**src/hw/rtl/escaped_frame_receiver_assert.svh**
```systemverilog
// assertion macros for the escaped frame receiver
// used by efr_ctrl and efr_datapath; expects clk and rst_n in scope
`ifndef ESCAPED_FRAME_RECEIVER_ASSERT_SVH
`define ESCAPED_FRAME_RECEIVER_ASSERT_SVH

// same-cycle implication, disabled during reset
`define EFR_ASSERT_SAME(label, ante, cons) \
    label: assert property (@(posedge clk) disable iff (!rst_n) (ante) |-> (cons)) \
        else $error("efr assertion failed");

// next-cycle implication, disabled during reset
`define EFR_ASSERT_NEXT(label, ante, cons) \
    label: assert property (@(posedge clk) disable iff (!rst_n) (ante) |=> (cons)) \
        else $error("efr assertion failed");

`endif

```
**src/hw/rtl/efr_pkg.sv**
```systemverilog
// shared types and constants for the escaped frame receiver
// no dependencies; imported by efr_ctrl, efr_datapath and the top level
`timescale 1ns / 1ps

package efr_pkg;

    // frame buffer sizing
    localparam int BUFFER_DEPTH = 32;
    localparam int IDX_W        = $clog2(BUFFER_DEPTH);
    localparam int COUNT_W      = $clog2(BUFFER_DEPTH + 1);
    localparam int BYTE_W       = 8;
    localparam int LEN_W        = 5;

    // line control bytes
    localparam logic [BYTE_W-1:0] BYTE_START   = 8'd254;
    localparam logic [BYTE_W-1:0] BYTE_END     = 8'd255;
    localparam logic [BYTE_W-1:0] BYTE_ESCAPE  = 8'd250;
    localparam logic [BYTE_W-1:0] ADDR_RESET   = 8'h02;

    // controller states
    typedef enum logic [1:0] {
        ST_IDLE,
        ST_FRAME,
        ST_EMIT
    } efr_state_t;

    // commands from controller to datapath
    typedef struct packed {
        logic clear;      // drop stored bytes and pending escape
        logic store;      // write the unescaped byte into the buffer
        logic set_esc;    // mark escape pending
        logic load_emit;  // latch length, start readout at entry 0
        logic advance;    // step readout to the next entry
    } efr_cmd_t;

    // status from datapath to controller
    typedef struct packed {
        logic is_start;
        logic is_end;
        logic is_escape;
        logic full;       // buffer holds BUFFER_DEPTH bytes
        logic frame_ok;   // two or more bytes and address matches
        logic last;       // readout points at final message byte
    } efr_status_t;

endpackage

```
**src/hw/rtl/efr_ctrl.sv**
```systemverilog
// controller state machine for the escaped frame receiver
// depends on efr_pkg and escaped_frame_receiver_assert.svh
`timescale 1ns / 1ps

module efr_ctrl (
    input  logic                clk,
    input  logic                rst_n,
    input  logic                rx_valid,
    input  logic                msg_ready,
    input  efr_pkg::efr_status_t status,
    output efr_pkg::efr_cmd_t   cmd,
    output logic                rx_ready,
    output logic                msg_valid
);
    import efr_pkg::*;

    `include "escaped_frame_receiver_assert.svh"

    efr_state_t state_reg;
    efr_state_t state_next;
    logic       rx_fire;

    assign rx_fire = rx_valid && rx_ready;

    // state register
    always_ff @(posedge clk or negedge rst_n)
    begin
        if (!rst_n)
        begin
            state_reg <= ST_IDLE;
        end
        else
        begin
            state_reg <= state_next;
        end
    end

    // next state
    always_comb
    begin
        state_next = state_reg;
        unique case (state_reg)
            ST_IDLE:
            begin
                if (rx_valid && status.is_start)
                begin
                    state_next = ST_FRAME;
                end
            end
            ST_FRAME:
            begin
                if (rx_valid)
                begin
                    priority if (status.is_start || status.is_escape)
                    begin
                        state_next = ST_FRAME;
                    end
                    else if (status.is_end)
                    begin
                        state_next = status.frame_ok ? ST_EMIT : ST_IDLE;
                    end
                    else if (status.full)
                    begin
                        state_next = ST_IDLE;
                    end
                    else
                    begin
                        state_next = ST_FRAME;
                    end
                end
            end
            ST_EMIT:
            begin
                if (msg_ready && status.last)
                begin
                    state_next = ST_IDLE;
                end
            end
            default:
            begin
                state_next = ST_IDLE;
            end
        endcase
    end

    // outputs and datapath commands
    always_comb
    begin
        cmd       = '0;
        rx_ready  = 1'b0;
        msg_valid = 1'b0;
        unique case (state_reg)
            ST_IDLE:
            begin
                rx_ready  = 1'b1;
                cmd.clear = rx_fire && status.is_start;
            end
            ST_FRAME:
            begin
                rx_ready = 1'b1;
                if (rx_fire)
                begin
                    priority if (status.is_start)
                    begin
                        cmd.clear = 1'b1;
                    end
                    else if (status.is_end)
                    begin
                        cmd.load_emit = status.frame_ok;
                        cmd.clear     = !status.frame_ok;
                    end
                    else if (status.is_escape)
                    begin
                        cmd.set_esc = 1'b1;
                    end
                    else if (status.full)
                    begin
                        cmd.clear = 1'b1;
                    end
                    else
                    begin
                        cmd.store = 1'b1;
                    end
                end
            end
            ST_EMIT:
            begin
                msg_valid = 1'b1;
                if (msg_ready)
                begin
                    cmd.clear   = status.last;
                    cmd.advance = !status.last;
                end
            end
            default:
            begin
                cmd = '0;
            end
        endcase
    end

    // a good end of frame starts readout, the final transfer ends it
    `EFR_ASSERT_NEXT(a_end_to_emit,
        state_reg == ST_FRAME && rx_valid && status.is_end && status.frame_ok,
        state_reg == ST_EMIT)
    `EFR_ASSERT_NEXT(a_last_to_idle,
        state_reg == ST_EMIT && msg_ready && status.last,
        state_reg == ST_IDLE)

endmodule

```
**src/hw/rtl/efr_datapath.sv**
```systemverilog
// datapath for the escaped frame receiver: unescape, frame buffer, readout
// depends on efr_pkg and escaped_frame_receiver_assert.svh
`timescale 1ns / 1ps

module efr_datapath (
    input  logic                  clk,
    input  logic                  rst_n,
    input  logic                  cfg_write_en,
    input  logic [7:0]            cfg_write_data,
    input  logic [7:0]            rx_byte,
    input  efr_pkg::efr_cmd_t     cmd,
    output efr_pkg::efr_status_t  status,
    output logic [7:0]            msg_byte,
    output logic [4:0]            msg_length,
    output logic                  msg_last
);
    import efr_pkg::*;

    `include "escaped_frame_receiver_assert.svh"

    logic [BYTE_W-1:0]  addr_reg;
    logic [COUNT_W-1:0] count_reg;
    logic [COUNT_W-1:0] count_next;
    logic               esc_reg;
    logic               esc_next;
    logic [BYTE_W-1:0]  first_reg;
    logic [IDX_W-1:0]   rd_idx_reg;
    logic [IDX_W-1:0]   rd_idx_next;
    logic [IDX_W-1:0]   last_idx_reg;
    logic [LEN_W-1:0]   length_reg;
    logic [BYTE_W-1:0]  rd_data_reg;
    logic [BYTE_W-1:0]  data_byte;
    logic [BYTE_W-1:0]  frame_store_reg [BUFFER_DEPTH];

    // unescape the incoming data byte
    assign data_byte = esc_reg ? BYTE_W'(rx_byte + BYTE_ESCAPE) : rx_byte;

    // status toward the controller
    assign status.is_start  = (rx_byte == BYTE_START);
    assign status.is_end    = (rx_byte == BYTE_END);
    assign status.is_escape = (rx_byte == BYTE_ESCAPE);
    assign status.full      = (count_reg == COUNT_W'(BUFFER_DEPTH));
    assign status.frame_ok  = (count_reg >= COUNT_W'(2)) && (first_reg == addr_reg);
    assign status.last      = (rd_idx_reg == last_idx_reg);

    // device address register
    always_ff @(posedge clk or negedge rst_n)
    begin
        if (!rst_n)
        begin
            addr_reg <= ADDR_RESET;
        end
        else if (cfg_write_en)
        begin
            addr_reg <= cfg_write_data;
        end
    end

    // fill count and escape flag
    always_comb
    begin
        count_next = count_reg;
        esc_next   = esc_reg;
        priority if (cmd.clear)
        begin
            count_next = '0;
            esc_next   = 1'b0;
        end
        else if (cmd.store)
        begin
            count_next = count_reg + COUNT_W'(1);
            esc_next   = 1'b0;
        end
        else if (cmd.set_esc)
        begin
            esc_next = 1'b1;
        end
        else
        begin
            esc_next = esc_reg;
        end
    end

    always_ff @(posedge clk or negedge rst_n)
    begin
        if (!rst_n)
        begin
            count_reg  <= '0;
            esc_reg    <= 1'b0;
            rd_idx_reg <= '0;
        end
        else
        begin
            count_reg  <= count_next;
            esc_reg    <= esc_next;
            rd_idx_reg <= rd_idx_next;
        end
    end

    // readout pointer
    always_comb
    begin
        rd_idx_next = rd_idx_reg;
        priority if (cmd.load_emit)
        begin
            rd_idx_next = '0;
        end
        else if (cmd.advance)
        begin
            rd_idx_next = rd_idx_reg + IDX_W'(1);
        end
        else
        begin
            rd_idx_next = rd_idx_reg;
        end
    end

    // first byte copy, message length and final index
    always_ff @(posedge clk)
    begin
        if (cmd.store && count_reg == '0)
        begin
            first_reg <= data_byte;
        end
        if (cmd.load_emit)
        begin
            length_reg   <= LEN_W'(count_reg - COUNT_W'(1));
            last_idx_reg <= IDX_W'(count_reg - COUNT_W'(2));
        end
    end

    // frame buffer; read data tracks the entry at the readout pointer
    always_ff @(posedge clk)
    begin
        if (cmd.store)
        begin
            frame_store_reg[count_reg[IDX_W-1:0]] <= data_byte;
        end
        rd_data_reg <= frame_store_reg[rd_idx_next];
    end

    assign msg_byte   = rd_data_reg;
    assign msg_length = length_reg;
    assign msg_last   = status.last;

    // never write past the buffer, never step beyond the message
    `EFR_ASSERT_SAME(a_store_not_full, cmd.store, !status.full)
    `EFR_ASSERT_SAME(a_advance_not_last, cmd.advance, !status.last)

endmodule

```
**src/hw/rtl/escaped_frame_receiver.sv**
```systemverilog
// Byte-stuffed serial frame receiver, top level.
// Input channel rx_valid/rx_ready/rx_byte takes one raw line byte per
// transfer. 254 starts or restarts a frame, 255 ends it, 250 escapes the
// next data byte (250 is added to it). Bytes outside a frame are ignored.
// Output channel msg_valid/msg_ready carries msg_byte, msg_length and
// msg_last: the stored message minus its trailing checksum, address first,
// sent only when two or more bytes were stored and the first matches
// device_address (cfg_write_en/cfg_write_data, reset value 2).
// rx_ready is high outside readout. After an accepted end byte the first
// message byte is valid on the next cycle, then one byte per cycle while
// msg_ready is high; rx_ready is low for the whole readout. The frame
// buffer read is registered, addressed by the next readout pointer.
// A stall on msg_ready holds the current byte and the readout pointer.
// A frame overrunning 32 bytes is dropped. Reset returns to idle with an
// empty buffer and needs no clearing pass.
// Depends on efr_pkg, efr_ctrl and efr_datapath.
`timescale 1ns / 1ps

module escaped_frame_receiver (
    input  logic       clk,
    input  logic       rst_n,
    input  logic       cfg_write_en,
    input  logic [7:0] cfg_write_data,
    input  logic       rx_valid,
    output logic       rx_ready,
    input  logic [7:0] rx_byte,
    output logic       msg_valid,
    input  logic       msg_ready,
    output logic [7:0] msg_byte,
    output logic [4:0] msg_length,
    output logic       msg_last
);
    import efr_pkg::*;

    efr_cmd_t    cmd;
    efr_status_t status;

    // controller
    efr_ctrl u_ctrl (
        .clk       (clk),
        .rst_n     (rst_n),
        .rx_valid  (rx_valid),
        .msg_ready (msg_ready),
        .status    (status),
        .cmd       (cmd),
        .rx_ready  (rx_ready),
        .msg_valid (msg_valid)
    );

    // datapath
    efr_datapath u_datapath (
        .clk            (clk),
        .rst_n          (rst_n),
        .cfg_write_en   (cfg_write_en),
        .cfg_write_data (cfg_write_data),
        .rx_byte        (rx_byte),
        .cmd            (cmd),
        .status         (status),
        .msg_byte       (msg_byte),
        .msg_length     (msg_length),
        .msg_last       (msg_last)
    );

endmodule

```
**config.mk**
```make
export PLATFORM = sky130hd
export DESIGN_NAME = escaped_frame_receiver
export DESIGN_NICKNAME = d
export VERILOG_FILES = /design/src/hw/rtl/efr_pkg.sv /design/src/hw/rtl/efr_ctrl.sv /design/src/hw/rtl/efr_datapath.sv /design/src/hw/rtl/escaped_frame_receiver.sv
export VERILOG_INCLUDE_DIRS = /design/src /design/src/hw/rtl
export SDC_FILE = /design/constraint.sdc
export NUM_CORES = 1
export LEC_CHECK = 0
export ABC_AREA = 1
export BUFFER_PORTS_ARGS = -buffer_cell sky130_fd_sc_hd__buf_2
export CAP_MARGIN = 20
export CORE_MARGIN = 2
export CORE_UTILIZATION = 40
export DETAILED_ROUTE_END_ITERATION = 16
export PLACE_DENSITY = 0.54
export SLEW_MARGIN = 20
export SYNTH_ARGS = -nofsm -noshare
export SYNTH_HDL_FRONTEND = slang
export SYNTH_SLANG_ARGS = --single-unit
```
**constraint.sdc**
```tcl
create_clock -name clk -period 3.5 [get_ports clk]
set_input_delay 0.7 -clock clk [delete_from_list [all_inputs] [get_ports clk]]
set_output_delay 0.7 -clock clk [all_outputs]
set_load 0.05 [all_outputs]
```
==> flow_results.xml, run 1 <==
<?xml version="1.0" encoding="UTF-8"?>
<metrics>
  <group name="status">
    <metric name="status" unit="">finished clean</metric>
  </group>
  <group name="floorplan">
    <metric name="io-pin-count" unit="">37</metric>
    <metric name="floorplan.initialDensity" unit="%">40.4</metric>
    <metric name="floorplan.die.height" unit="um">193</metric>
    <metric name="placement_rows" unit="">69</metric>
    <metric name="die_width" unit="um">193</metric>
    <metric name="die_area" unit="um^2">37300</metric>
    <metric name="core_area" unit="um^2">35400</metric>
  </group>
  <group name="critical_path">
    <metric name="timing.reg2reg.worst_path_depth" unit="">14</metric>
    <metric name="cp.required" unit="ns">3.95</metric>
    <metric name="cp_num_buf_inv" unit="">3</metric>
    <metric name="critical-path-max-stage-delay" unit="ns">0.45</metric>
    <metric name="crit_path_start_kind" unit="">flop</metric>
    <metric name="critPathCaptureType" unit="">flop</metric>
    <metric name="timing.critical_path.max_delay_family" unit="">simple AND/OR/NAND/NOR gates</metric>
    <metric name="critPathMaxFanout" unit="">50</metric>
    <metric name="cp.arrival" unit="ns">3.51</metric>
    <metric name="cp_num_cells" unit="">14</metric>
    <metric name="timing.setup.critical_path_class" unit="">flop to flop</metric>
    <metric name="critPathSlowestCell" unit="">sky130_fd_sc_hd__dfrtp_1</metric>
    <metric name="critical_path.cell_chain" unit="">inv_1 &gt; ha_1 &gt; nor3_2 &gt; nor2_1 &gt; nand3_4 &gt; nand3_2 &gt; inv_2 &gt; buf_12 &gt; nand3_1 &gt; nand3_1 &gt; nand3_1 &gt; nand2_1 &gt; nand2_1 &gt; nand2_1</metric>
  </group>
  <group name="timing">
    <metric name="timing_worst_slew_pin_value" unit="ns">0.896</metric>
    <metric name="final_period_util" unit="%">87.6</metric>
    <metric name="max_clock_freq" unit="GHz">0.326</metric>
    <metric name="setup_viol" unit="">0</metric>
    <metric name="hold-worst-slack" unit="ns">0.216</metric>
    <metric name="report.final.slew_viol_count" unit="">0</metric>
    <metric name="final_hold_viol_count" unit="">0</metric>
    <metric name="finalCriticalPeriod" unit="ns">3.06</metric>
    <metric name="clock_skew" unit="ns">0.0136</metric>
    <metric name="rsz0062_at_grt" unit="">false</metric>
    <metric name="worst_slew_margin_rel" unit="%">40.1</metric>
    <metric name="final.setup.tns" unit="ns">0</metric>
  </group>
  <group name="cts">
    <metric name="cts_setup_buffers" unit="">0</metric>
    <metric name="tritoncts_buffers" unit="">34</metric>
    <metric name="cts_max_level" unit="">2</metric>
    <metric name="clk_latency" unit="ns">0.51</metric>
    <metric name="clk_transition_reported_paths" unit="ns">0.06</metric>
    <metric name="cts.sink_count" unit="">304</metric>
    <metric name="cts_hold_buffers_added" unit="">0</metric>
    <metric name="cts_resized" unit="">0</metric>
    <metric name="cell_at_the_root_of_the_clock_tree" unit="">sky130_fd_sc_hd__clkbuf_16</metric>
    <metric name="clockBufferDepth" unit="">3</metric>
    <metric name="tritoncts" unit="">yes</metric>
  </group>
  <group name="final_layout">
    <metric name="post_route_cells_drive_above_1_share" unit="%">11.4</metric>
    <metric name="utilization" unit="%">46.3</metric>
    <metric name="num_antenna_cells" unit="">0</metric>
    <metric name="largest_reg_flops" unit="">256</metric>
    <metric name="multi_input_gate_area_in_the_final_layout" unit="um^2">3830</metric>
    <metric name="layout.filler_cells" unit="">3397</metric>
    <metric name="finalNonFillerCells" unit="">1986</metric>
    <metric name="final_area" unit="um^2">16400</metric>
    <metric name="area_growth_syn_to_layout" unit="%">14.7</metric>
    <metric name="finalNetCount" unit="">1532</metric>
    <metric name="register_area" unit="um^2">8940</metric>
  </group>
  <group name="global_route">
    <metric name="grt_start_max_net_pins" unit="">129</metric>
    <metric name="grt.met3_usage" unit="%">3.24</metric>
    <metric name="grt_pass1_wl" unit="um">59000</metric>
    <metric name="grt.met1_usage" unit="%">29.5</metric>
    <metric name="groute.usage.overall" unit="%">21.2</metric>
    <metric name="met2_usage" unit="%">33.1</metric>
    <metric name="first_global_vias" unit="">10151</metric>
    <metric name="initial_antenna_violation_count" unit="">0</metric>
    <metric name="gr-total-overflow" unit="">0</metric>
    <metric name="highest_utilization_routing_layer_at_the_global_route_stage" unit="">met2</metric>
  </group>
  <group name="pwr">
    <metric name="switching_share" unit="%">38.5</metric>
    <metric name="netSwitchingPower" unit="uW">4850</metric>
    <metric name="cellInternalPower" unit="uW">7750</metric>
    <metric name="power.density" unit="nW/um^2">769</metric>
    <metric name="leakagePower" unit="uW">0.00711</metric>
    <metric name="ir_drop" unit="uV">586</metric>
    <metric name="clockPowerShare" unit="%">27.8</metric>
    <metric name="seqPwrFrac" unit="%">34.9</metric>
    <metric name="pwr-share-comb" unit="%">37.3</metric>
  </group>
  <group name="synth">
    <metric name="synthesized_netlist_net_count" unit="">1479</metric>
    <metric name="synth_cell_area" unit="um^2">14300</metric>
    <metric name="yosys_warnings" unit="">0</metric>
    <metric name="synth_area_per_cell" unit="um^2">9.87</metric>
    <metric name="postSynthRegisterBits" unit="">304</metric>
    <metric name="synth.distinct_cells" unit="">33</metric>
    <metric name="synth-seq-area-share" unit="%">62.6</metric>
    <metric name="post_synth_inst_count" unit="">1448</metric>
  </group>
  <group name="place">
    <metric name="post-place-cells" unit="">1926</metric>
    <metric name="dpl_cell_area" unit="um^2">15300</metric>
    <metric name="dp_hpwl" unit="um">22700</metric>
    <metric name="final_wtd_congestion" unit="">0.823</metric>
    <metric name="io_buffer_count" unit="">36</metric>
  </group>
  <group name="routing">
    <metric name="first_iter_violations" unit="">875</metric>
    <metric name="wirelength" unit="um">38100</metric>
    <metric name="drtAntennaViolNets" unit="">0</metric>
    <metric name="drt-pass1-iter-count" unit="">5</metric>
    <metric name="routed_length_per_instance" unit="um">19.2</metric>
    <metric name="route.vias.total" unit="">10263</metric>
    <metric name="drc" unit="">0</metric>
    <metric name="route.detailed.vias_per_inst" unit="">5.17</metric>
  </group>
  <group name="worst_hold_path">
    <metric name="worstHoldPathType" unit="">primary input to async pin</metric>
  </group>
  <group name="job">
    <metric name="timing.max_cap.violations" unit="">0</metric>
  </group>
</metrics>
==> kinds of logic after synthesis <==
logic type / Yosys count / synth area share [%]
mux: 2 / 0.158
xor+xnor: 14 / 0.858
buf+inv: 399 / 11.3
simple gates: 698 / 23.4
compound gates: 21 / 0.806
flops: 304 / 62.6
fa+ha+maj: 10 / 0.876
==> cells in the final DEF (no fill, tap or decap), types with 4 or more instances in the layout <==
master / count
sky130_fd_sc_hd__buf_12: 8
sky130_fd_sc_hd__buf_2: 36
sky130_fd_sc_hd__buf_4: 55
sky130_fd_sc_hd__clkbuf_1: 6
sky130_fd_sc_hd__clkbuf_16: 37
sky130_fd_sc_hd__clkinv_1: 10
sky130_fd_sc_hd__dfrtp_1: 21
sky130_fd_sc_hd__dfxtp_1: 8
sky130_fd_sc_hd__edfxtp_1: 274
sky130_fd_sc_hd__ha_1: 10
sky130_fd_sc_hd__inv_1: 310
sky130_fd_sc_hd__inv_2: 7
sky130_fd_sc_hd__nand2_1: 243
sky130_fd_sc_hd__nand3_1: 237
sky130_fd_sc_hd__nand4_1: 132
sky130_fd_sc_hd__nor2_1: 61
sky130_fd_sc_hd__nor2_2: 5
sky130_fd_sc_hd__nor3_1: 8
sky130_fd_sc_hd__o21ai_0: 12
sky130_fd_sc_hd__xnor2_1: 4
sky130_fd_sc_hd__xor2_1: 6
sky130_fd_sc_hd__xor2_4: 4
==> synthesized netlist by cell type <==
cell type	count	area, um^2
sky130_fd_sc_hd__inv_1	310	1160
sky130_fd_sc_hd__edfxtp_1	274	8230
sky130_fd_sc_hd__nand2_1	244	916
sky130_fd_sc_hd__nand3_1	237	1190
sky130_fd_sc_hd__nand4_1	132	826
sky130_fd_sc_hd__nor2_1	61	229
sky130_fd_sc_hd__buf_2	54	270
sky130_fd_sc_hd__dfrtp_1	21	526
sky130_fd_sc_hd__o21ai_0	14	70.1
sky130_fd_sc_hd__buf_4	13	97.6
sky130_fd_sc_hd__ha_1	10	125
sky130_fd_sc_hd__xor2_1	10	87.6
sky130_fd_sc_hd__dfxtp_1	8	160
sky130_fd_sc_hd__nor3_1	8	40.0
sky130_fd_sc_hd__buf_1	7	26.3
sky130_fd_sc_hd__clkbuf_1	7	26.3
sky130_fd_sc_hd__inv_2	7	26.3
sky130_fd_sc_hd__nor2_2	5	31.3
sky130_fd_sc_hd__nand3_2	4	40.0
sky130_fd_sc_hd__xnor2_1	4	35.0
sky130_fd_sc_hd__nor2_4	3	33.8
sky130_fd_sc_hd__a21oi_1	2	10.0
sky130_fd_sc_hd__a31oi_1	2	12.5
sky130_fd_sc_hd__mux2_2	2	22.5
sky130_fd_sc_hd__a211oi_1	1	7.51
sky130_fd_sc_hd__buf_6	1	11.3
sky130_fd_sc_hd__dfstp_2	1	26.3
sky130_fd_sc_hd__nand3_4	1	17.5
sky130_fd_sc_hd__nand3b_1	1	7.51
sky130_fd_sc_hd__nor3_2	1	10.0
sky130_fd_sc_hd__o211ai_1	1	7.51
sky130_fd_sc_hd__o31ai_1	1	7.51
sky130_fd_sc_hd__or2_1	1	6.26
==> worst reg2reg max path, stage by stage (launching register included) <==
cell and delay (ns):
sky130_fd_sc_hd__dfrtp_1 0.45, sky130_fd_sc_hd__inv_1 0.15, sky130_fd_sc_hd__ha_1 0.24, sky130_fd_sc_hd__nor3_2 0.22, sky130_fd_sc_hd__nor2_1 0.12, sky130_fd_sc_hd__nand3_4 0.18
sky130_fd_sc_hd__nand3_2 0.31, sky130_fd_sc_hd__inv_2 0.38, sky130_fd_sc_hd__buf_12 0.28, sky130_fd_sc_hd__nand3_1 0.17, sky130_fd_sc_hd__nand3_1 0.17, sky130_fd_sc_hd__nand3_1 0.15
sky130_fd_sc_hd__nand2_1 0.10, sky130_fd_sc_hd__nand2_1 0.05, sky130_fd_sc_hd__nand2_1 0.05
==> metal layers <==
metal / vias to the layer above / share of wire (%)
met5: - / 0
met4: 0 / 4.2
met3: 87 / 5.5
met2: 326 / 45
met1: 4924 / 45
li1: 4926 / -
==> cell type report <==
type / instances / share of cell area (%)
sequential: 304 / 54.5
clock inverter: 14 / 0.656
timing repair buffer: 99 / 4.60
multi-input combinational: 745 / 23.4
inverter: 317 / 7.26
tap: 461 / 3.52
clock buffer: 46 / 6.04
==> stage by stage <==
stage	power [uW]	setup slack, ns
after CTS	12700	0.427
final	12600	0.436
after detailed placement	9180	0.264
after global routing	13300	0.151
after floorplan	7590	0.594
after global placement	9200	0.343
==> power by group through the flow <==
stage | Clock (uW) | Sequential (uW) | Combinational, uW
floorplan | 0 | 4600 | 3000
global placement | 0 | 4470 | 4730
detailed placement | 0 | 4470 | 4720
CTS | 3570 | 4390 | 4730
global route | 3710 | 4400 | 5150
finish | 3500 | 4400 | 4700
==> worst paths after layout <==
check	from	endpoint	slack [ns]
max	u_datapath.count_reg[0]	u_datapath.msg_byte[4]	0.44
min	rst_n	u_datapath.addr_reg[6]	0.22
max reg2reg	u_datapath.count_reg[0]	u_datapath.msg_byte[4]	0.44
min reg2reg	u_datapath.addr_reg[0]	u_datapath.addr_reg[0]	0.54
max in group asynchronous	rst_n	u_datapath.rd_idx_reg[4]	2.86
min in group clk	cfg_write_data[5]	u_datapath.addr_reg[5]	0.41
Note: power is estimated with default switching activity, not from simulation.
==> run 2, diff against run 1 <==
--- a/config.mk
+++ b/config.mk
@@ -18,2 +18,3 @@
 export SYNTH_HDL_FRONTEND = slang
+export SYNTH_HIERARCHICAL = 1
 export SYNTH_SLANG_ARGS = --single-unit
--- a/constraint.sdc
+++ b/constraint.sdc
@@ -3,2 +3,2 @@
 set_output_delay 0.7 -clock clk [all_outputs]
-set_load 0.05 [all_outputs]
+set_load 0.1 [all_outputs]
==> flow_results.xml, run 2 <==
<?xml version="1.0" encoding="UTF-8"?>
<metrics>
  <group name="status">
    <metric name="status" unit="">finished clean</metric>
  </group>
  <group name="critical_path">
    <metric name="critPathSlowestCell" unit="">sky130_fd_sc_hd__dfrtp_1</metric>
    <metric name="critical_path.cell_chain" unit="">inv_1 &gt; ha_1 &gt; nor3_1 &gt; nor3_1 &gt; nand4_1 &gt; nor3_1 &gt; nand2_1 &gt; nor3_4 &gt; inv_4 &gt; buf_4 &gt; nand4_1 &gt; nand3_1 &gt; nand3_1 &gt; nand3_1 &gt; nand2_1 &gt; nand2_1 &gt; nand2_1</metric>
    <metric name="critical-path-max-stage-delay" unit="ns">0.45</metric>
    <metric name="timing.setup.critical_path_class" unit="">flop to flop</metric>
    <metric name="cp.arrival" unit="ns">3.68</metric>
    <metric name="timing.critical_path.max_delay_family" unit="">simple AND/OR/NAND/NOR gates</metric>
    <metric name="crit_path_start_kind" unit="">flop</metric>
    <metric name="critPathCaptureType" unit="">flop</metric>
    <metric name="critPathMaxFanout" unit="">48</metric>
    <metric name="cp.required" unit="ns">3.96</metric>
    <metric name="most_common_cell_on_crit_path" unit="">sky130_fd_sc_hd__nand2_1</metric>
    <metric name="cp_num_buf_inv" unit="">3</metric>
  </group>
  <group name="floorplan">
    <metric name="die_width" unit="um">192</metric>
    <metric name="core_area" unit="um^2">34600</metric>
    <metric name="floorplan.die.height" unit="um">192</metric>
    <metric name="placement_rows" unit="">68</metric>
    <metric name="floorplan.initialDensity" unit="%">40.7</metric>
    <metric name="io-pin-count" unit="">37</metric>
    <metric name="die_area" unit="um^2">36800</metric>
  </group>
  <group name="timing">
    <metric name="max_clock_freq" unit="GHz">0.311</metric>
    <metric name="report.final.slew_viol_count" unit="">0</metric>
    <metric name="final_hold_viol_count" unit="">0</metric>
    <metric name="hold-worst-slack" unit="ns">0.180</metric>
    <metric name="finalCriticalPeriod" unit="ns">3.22</metric>
    <metric name="rsz0062_at_grt" unit="">false</metric>
    <metric name="worst_slew_margin_rel" unit="%">39.1</metric>
    <metric name="clock_skew" unit="ns">0.0139</metric>
    <metric name="timing_worst_slew_pin_value" unit="ns">0.910</metric>
    <metric name="setup_viol" unit="">0</metric>
    <metric name="final_period_util" unit="%">92.0</metric>
  </group>
  <group name="pwr">
    <metric name="switching_share" unit="%">24.2</metric>
    <metric name="fin_total_pwr" unit="uW">8730</metric>
    <metric name="cellInternalPower" unit="uW">6620</metric>
    <metric name="ir_drop" unit="uV">251</metric>
    <metric name="power.density" unit="nW/um^2">533</metric>
    <metric name="seqPwrFrac" unit="%">49.1</metric>
    <metric name="leakagePower" unit="uW">0.00695</metric>
    <metric name="clockPowerShare" unit="%">40.9</metric>
    <metric name="pwr-share-comb" unit="%">10.0</metric>
    <metric name="netSwitchingPower" unit="uW">2110</metric>
  </group>
  <group name="synth">
    <metric name="synth-main-ff-cell" unit="">sky130_fd_sc_hd__edfxtp_1</metric>
    <metric name="yosys-mux-area-fraction" unit="%">0.639</metric>
    <metric name="yosysMostFrequentCell" unit="">sky130_fd_sc_hd__inv_1</metric>
    <metric name="postSynthRegisterBits" unit="">304</metric>
    <metric name="synth-seq-area-share" unit="%">63.4</metric>
    <metric name="synthesized_netlist_net_count" unit="">1429</metric>
    <metric name="synth_adder_area_share" unit="%">0.888</metric>
    <metric name="netlist.area_leader.share" unit="%">58.4</metric>
    <metric name="post_synth_inst_count" unit="">1398</metric>
    <metric name="synth-xor-area-share" unit="%">1.43</metric>
    <metric name="synth.cells.most_frequent" unit="">sky130_fd_sc_hd__inv_1, sky130_fd_sc_hd__edfxtp_1, sky130_fd_sc_hd__nand3_1</metric>
    <metric name="synth_cell_area" unit="um^2">14100</metric>
    <metric name="ys_top_cells_by_area" unit="">sky130_fd_sc_hd__edfxtp_1, sky130_fd_sc_hd__nand3_1, sky130_fd_sc_hd__inv_1</metric>
    <metric name="yosys_warnings" unit="">6</metric>
    <metric name="synth-compound-area-share" unit="%">0.302</metric>
    <metric name="synth.distinct_cells" unit="">30</metric>
    <metric name="synth_async_sr_flop_share" unit="%">7.24</metric>
    <metric name="synth_area_per_cell" unit="um^2">10.1</metric>
    <metric name="synth_edf_count" unit="">274</metric>
    <metric name="simple_gate_fraction_of_synth_area" unit="%">22.7</metric>
    <metric name="combinational_family_with_the_most_area_after_synthesis" unit="">simple AND/OR/NAND/NOR gates</metric>
    <metric name="yosysTopAreaCell" unit="">sky130_fd_sc_hd__edfxtp_1</metric>
  </group>
  <group name="place">
    <metric name="io_buffer_count" unit="">36</metric>
    <metric name="dp_hpwl" unit="um">23100</metric>
    <metric name="final_wtd_congestion" unit="">0.811</metric>
  </group>
  <group name="routing">
    <metric name="first_iter_violations" unit="">837</metric>
    <metric name="route.detailed.vias_per_inst" unit="">5.23</metric>
    <metric name="drt-pass1-iter-count" unit="">5</metric>
    <metric name="drc" unit="">0</metric>
    <metric name="drtAntennaViolNets" unit="">0</metric>
    <metric name="route.vias.total" unit="">10149</metric>
    <metric name="wirelength" unit="um">38100</metric>
    <metric name="routed_length_per_instance" unit="um">19.6</metric>
  </group>
  <group name="final_layout">
    <metric name="finalNetCount" unit="">1491</metric>
    <metric name="layout.cells.most_common" unit="">sky130_fd_sc_hd__inv_1</metric>
    <metric name="layout.filler_cells" unit="">3218</metric>
    <metric name="largest_reg_flops" unit="">256</metric>
    <metric name="final_cell_mix" unit="">sky130_fd_sc_hd__inv_1, sky130_fd_sc_hd__edfxtp_1, sky130_fd_sc_hd__nand3_1, sky130_fd_sc_hd__nand2_1, sky130_fd_sc_hd__nand4_1</metric>
    <metric name="area_growth_syn_to_layout" unit="%">16.2</metric>
    <metric name="post_route_cells_drive_above_1_share" unit="%">12.8</metric>
  </group>
  <group name="cts">
    <metric name="clk_transition_reported_paths" unit="ns">0.06</metric>
    <metric name="clockBufferDepth" unit="">3</metric>
    <metric name="cell_at_the_root_of_the_clock_tree" unit="">sky130_fd_sc_hd__clkbuf_16</metric>
    <metric name="cts_hold_buffers_added" unit="">0</metric>
    <metric name="cts_setup_buffers" unit="">0</metric>
    <metric name="cts_resized" unit="">0</metric>
    <metric name="tritoncts" unit="">yes</metric>
    <metric name="clk_latency" unit="ns">0.52</metric>
    <metric name="cts.sink_count" unit="">304</metric>
    <metric name="tritoncts_buffers" unit="">34</metric>
    <metric name="cts_max_level" unit="">2</metric>
  </group>
  <group name="global_route">
    <metric name="gr-total-overflow" unit="">0</metric>
    <metric name="grt_pass1_wl" unit="um">59100</metric>
    <metric name="initial_antenna_violation_count" unit="">2</metric>
    <metric name="grt_start_max_net_pins" unit="">83</metric>
    <metric name="first_global_vias" unit="">9832</metric>
    <metric name="groute.usage.overall" unit="%">21.4</metric>
  </group>
  <group name="job">
    <metric name="timing.max_cap.violations" unit="">0</metric>
  </group>
  <group name="worst_hold_path">
    <metric name="worstHoldPathType" unit="">primary input to async pin</metric>
  </group>
</metrics>
## run 2: cell families (layout without fill, tap and decap cells)
group / count (synthesis) / in the layout
and+or+nand+nor: 669 / 669
xor gates and xnor gates: 23 / 23
AOI/OAI and AO/OA: 8 / 8
other: 0 / 2
adders and majority gates: 10 / 10
muxes: 8 / 8
buffers and inverters: 376 / 461
DFF: 304 / 304
## run 2: final cells by class
class / instances / area (um^2) / area share, %
inverter: 294 / 1110 / 6.75
antenna: 2 / 5.00 / 0.0306
tap: 455 / 569 / 3.48
timing repair buffer: 108 / 846 / 5.16
sequential: 304 / 8940 / 54.6
clock inverter: 18 / 201 / 1.23
clock buffer: 41 / 907 / 5.54
multi-input combinational: 718 / 3810 / 23.2
## run 2: worst paths after layout
check                                         from  cells after the start  slack [ns]                endpoint
min in group clk                 cfg_write_data[2]                      2        0.42  u_datapath/addr_reg[2]
max reg2reg                u_datapath/count_reg[0]                     17        0.28  u_datapath/msg_byte[5]
min reg2reg                 u_datapath/addr_reg[4]                      1        0.53  u_datapath/addr_reg[4]
max                        u_datapath/count_reg[0]                     17        0.28  u_datapath/msg_byte[5]
min                                          rst_n                      1        0.18  u_datapath/addr_reg[2]
max in group asynchronous                    rst_n                      1        2.94     u_ctrl/state_reg[1]
## run 2: metal layers
metal	track usage, %	wire length (um)	vias up
met4	7.49	1260	0
met5	0	0	-
li1	-	-	4817
met1	30.1	16900	4912
met3	3.76	2410	72
met2	33.4	17500	348
## run 2: power groups by stage
stage                     Sequential (uW)  Combinational, uW  Clock (uW)
final                                4290                876        3570
after CTS                            4290                884        3640
after global routing                 4310                981        3780
after floorplan                      4370                486           0
after detailed placement             4360                879           0
after global placement               4360                870           0
## run 2: metrics by stage
| stage | setup slack [ns] | utilization (%) | area (um^2) | cells | TNS [ns] |
|---|---|---|---|---|---|
| after floorplan | 0.0247 | - | 14100 | 1398 | 0 |
| after global placement | -0.0156 | 44.1 | 15300 | 1879 | -0.0156 |
| after detailed placement | 0.00635 | 44.1 | 15300 | 1879 | 0 |
| after CTS | 0.231 | 47.3 | 16400 | 1938 | 0 |
| after global routing | 0.0334 | 47.3 | 16400 | 1938 | 0 |
| final | 0.281 | 47.3 | 16400 | 1940 | 0 |
==> run 3, diff against run 2 <==
- CORE_UTILIZATION: 40 -> 30
- PLACE_DENSITY: 0.54 -> 0.43
- clock period: 3.5 -> 3.7 ns (I/O delays scaled with it)
==> flow_results.xml, run 3 (synthesis results as in run 2) <==
<?xml version="1.0" encoding="UTF-8"?>
<metrics>
  <group name="status">
    <metric name="status" unit="">finished clean</metric>
  </group>
  <group name="pwr">
    <metric name="fin_total_pwr" unit="uW">8320</metric>
    <metric name="ir_drop" unit="uV">304</metric>
    <metric name="power.density" unit="nW/um^2">501</metric>
    <metric name="leakagePower" unit="uW">0.00696</metric>
  </group>
  <group name="cts">
    <metric name="clk_transition_reported_paths" unit="ns">0.06</metric>
    <metric name="clockBufferDepth" unit="">3</metric>
    <metric name="clk_latency" unit="ns">0.54</metric>
    <metric name="cts.sink_count" unit="">304</metric>
    <metric name="cell_at_the_root_of_the_clock_tree" unit="">sky130_fd_sc_hd__clkbuf_16</metric>
    <metric name="tritoncts" unit="">yes</metric>
    <metric name="tritoncts_buffers" unit="">37</metric>
    <metric name="cts_max_level" unit="">2</metric>
    <metric name="cts_setup_buffers" unit="">0</metric>
  </group>
  <group name="floorplan">
    <metric name="io-pin-count" unit="">37</metric>
    <metric name="floorplan.initialDensity" unit="%">30.3</metric>
    <metric name="die_width" unit="um">221</metric>
    <metric name="floorplan.die.height" unit="um">221</metric>
    <metric name="placement_rows" unit="">79</metric>
    <metric name="die_area" unit="um^2">48700</metric>
    <metric name="core_area" unit="um^2">46500</metric>
  </group>
  <group name="timing">
    <metric name="finalCriticalPeriod" unit="ns">3.36</metric>
    <metric name="final.setup.tns" unit="ns">0</metric>
    <metric name="worst_slew_margin_rel" unit="%">52.1</metric>
    <metric name="final_period_util" unit="%">90.8</metric>
    <metric name="timing_worst_slew_pin_value" unit="ns">0.718</metric>
    <metric name="report.final.slew_viol_count" unit="">0</metric>
    <metric name="max_clock_freq" unit="GHz">0.298</metric>
    <metric name="setup_viol" unit="">0</metric>
    <metric name="final_hold_viol_count" unit="">0</metric>
    <metric name="rsz0062_at_grt" unit="">false</metric>
    <metric name="clock_skew" unit="ns">0.0181</metric>
  </group>
  <group name="final_layout">
    <metric name="layout.filler_cells" unit="">4695</metric>
    <metric name="area_growth_syn_to_layout" unit="%">17.7</metric>
    <metric name="num_antenna_cells" unit="">0</metric>
    <metric name="final_area" unit="um^2">16600</metric>
    <metric name="multi_input_gate_area_in_the_final_layout" unit="um^2">3830</metric>
    <metric name="post_route_cells_drive_above_1_share" unit="%">12.8</metric>
    <metric name="register_area" unit="um^2">8940</metric>
    <metric name="final_cell_mix" unit="">sky130_fd_sc_hd__inv_1, sky130_fd_sc_hd__edfxtp_1, sky130_fd_sc_hd__nand3_1, sky130_fd_sc_hd__nand2_1, sky130_fd_sc_hd__nand4_1</metric>
    <metric name="finalNetCount" unit="">1494</metric>
    <metric name="largest_reg_flops" unit="">256</metric>
    <metric name="layout.cells.most_common" unit="">sky130_fd_sc_hd__inv_1</metric>
  </group>
  <group name="job">
    <metric name="timing.max_cap.violations" unit="">0</metric>
  </group>
  <group name="routing">
    <metric name="first_iter_violations" unit="">829</metric>
    <metric name="route.vias.total" unit="">9918</metric>
    <metric name="met3_length" unit="um">2220</metric>
    <metric name="drc" unit="">0</metric>
    <metric name="drtAntennaViolNets" unit="">0</metric>
    <metric name="met2_wire_length" unit="um">19600</metric>
    <metric name="dr.max_layer_used" unit="">met4</metric>
    <metric name="route.detailed.vias_per_inst" unit="">4.73</metric>
    <metric name="routed_length_per_instance" unit="um">19.8</metric>
    <metric name="wl_met1" unit="um">19100</metric>
    <metric name="wirelength" unit="um">41600</metric>
    <metric name="drt-pass1-iter-count" unit="">5</metric>
  </group>
  <group name="critical_path">
    <metric name="cp.required" unit="ns">4.18</metric>
    <metric name="cp.arrival" unit="ns">3.84</metric>
    <metric name="critPathMaxFanout" unit="">32</metric>
    <metric name="ff2ff_setup_slack" unit="ns">0.34</metric>
    <metric name="crit_path_start_kind" unit="">flop</metric>
    <metric name="critPathCaptureType" unit="">flop</metric>
    <metric name="timing.setup.critical_path_class" unit="">flop to flop</metric>
  </group>
  <group name="global_route">
    <metric name="first_global_vias" unit="">9747</metric>
    <metric name="groute.usage.overall" unit="%">17.2</metric>
    <metric name="grt_pass1_wl" unit="um">62200</metric>
    <metric name="grt_start_max_net_pins" unit="">129</metric>
    <metric name="initial_antenna_violation_count" unit="">1</metric>
    <metric name="gr-total-overflow" unit="">0</metric>
  </group>
  <group name="place">
    <metric name="final_wtd_congestion" unit="">0.758</metric>
    <metric name="dpl_cell_area" unit="um^2">15400</metric>
    <metric name="dp_hpwl" unit="um">24300</metric>
    <metric name="io_buffer_count" unit="">36</metric>
  </group>
  <group name="worst_hold_path">
    <metric name="worstHoldPathType" unit="">primary input to async pin</metric>
  </group>
</metrics>
==> run 3: area by class of cell <==
| type | count | share of cell area, % |
|---|---|---|
| Tap cell | 607 | 4.58 |
| Sequential cell | 304 | 53.9 |
| Inverter | 294 | 6.67 |
| Clock buffer | 52 | 6.30 |
| Timing Repair Buffer | 107 | 5.00 |
| Multi-Input combinational cell | 719 | 23.1 |
| Clock inverter | 13 | 0.535 |
==> run 3: report_power, final <==
group	internal, uW	switching, uW	total (uW)
sequential	3980	81.0	4060
clock	2030	1400	3440
combinational	251	577	827
==> run 3: stage by stage <==
| stage | hold slack, ns | cells | worst slack, ns | utilization [%] |
|---|---|---|---|---|
| CTS | 0.201 | 2094 | 0.259 | 35.6 |
| floorplan | 0.444 | 1398 | 0.150 | - |
| detailed placement | 0.527 | 2029 | 0.0660 | 33.1 |
| global route | 0.223 | 2096 | 0.0356 | 35.7 |
| global placement | 0.521 | 2029 | 0.0831 | 33.1 |
| finish | 0.203 | 2096 | 0.340 | 35.7 |
==> run 3: path summary, 6_finish.rpt <==
kind | depth (start not counted) | startpoint | endpoint
max | 18 | u_datapath/count_reg[0] | u_datapath/msg_byte[2]
max reg2reg | 18 | u_datapath/count_reg[0] | u_datapath/msg_byte[2]
min reg2reg | 1 | u_datapath/addr_reg[7] | u_datapath/addr_reg[7]
max in group asynchronous | 1 | rst_n | u_datapath/esc_reg
min in group clk | 2 | cfg_write_data[3] | u_datapath/addr_reg[3]
min | 1 | rst_n | u_datapath/addr_reg[0]
==> run 3: metal layers <==
metal / track usage, % / up-vias
met3: 3.55 / 52
met1: 23.6 / 4778
met5: 0 / -
met4: 4.51 / 0
li1: - / 4822
met2: 27.7 / 266
==> run 3: timing repair <==
action	4_1_cts	5_1_grt
resized for setup	0	6
hold buffers	0	0
setup endpoints to repair	0	3
==> run 3: critical path, stage by stage, from the launching register on <==
cell and delay, ns:
sky130_fd_sc_hd__dfrtp_1 0.45, sky130_fd_sc_hd__inv_1 0.18, sky130_fd_sc_hd__ha_1 0.19, sky130_fd_sc_hd__nor3_1 0.07, sky130_fd_sc_hd__nor3_1 0.18, sky130_fd_sc_hd__nand4_1 0.11, sky130_fd_sc_hd__nor3_1 0.17, sky130_fd_sc_hd__nand2_1 0.16
sky130_fd_sc_hd__nor3_4 0.25, sky130_fd_sc_hd__buf_4 0.24, sky130_fd_sc_hd__nor2_1 0.08, sky130_fd_sc_hd__nand2_2 0.23, sky130_fd_sc_hd__buf_16 0.25, sky130_fd_sc_hd__nand3_1 0.12, sky130_fd_sc_hd__nand3_1 0.11, sky130_fd_sc_hd__nand3_1 0.24
sky130_fd_sc_hd__nand2_1 0.15, sky130_fd_sc_hd__nand2_1 0.05, sky130_fd_sc_hd__nand2_1 0.08
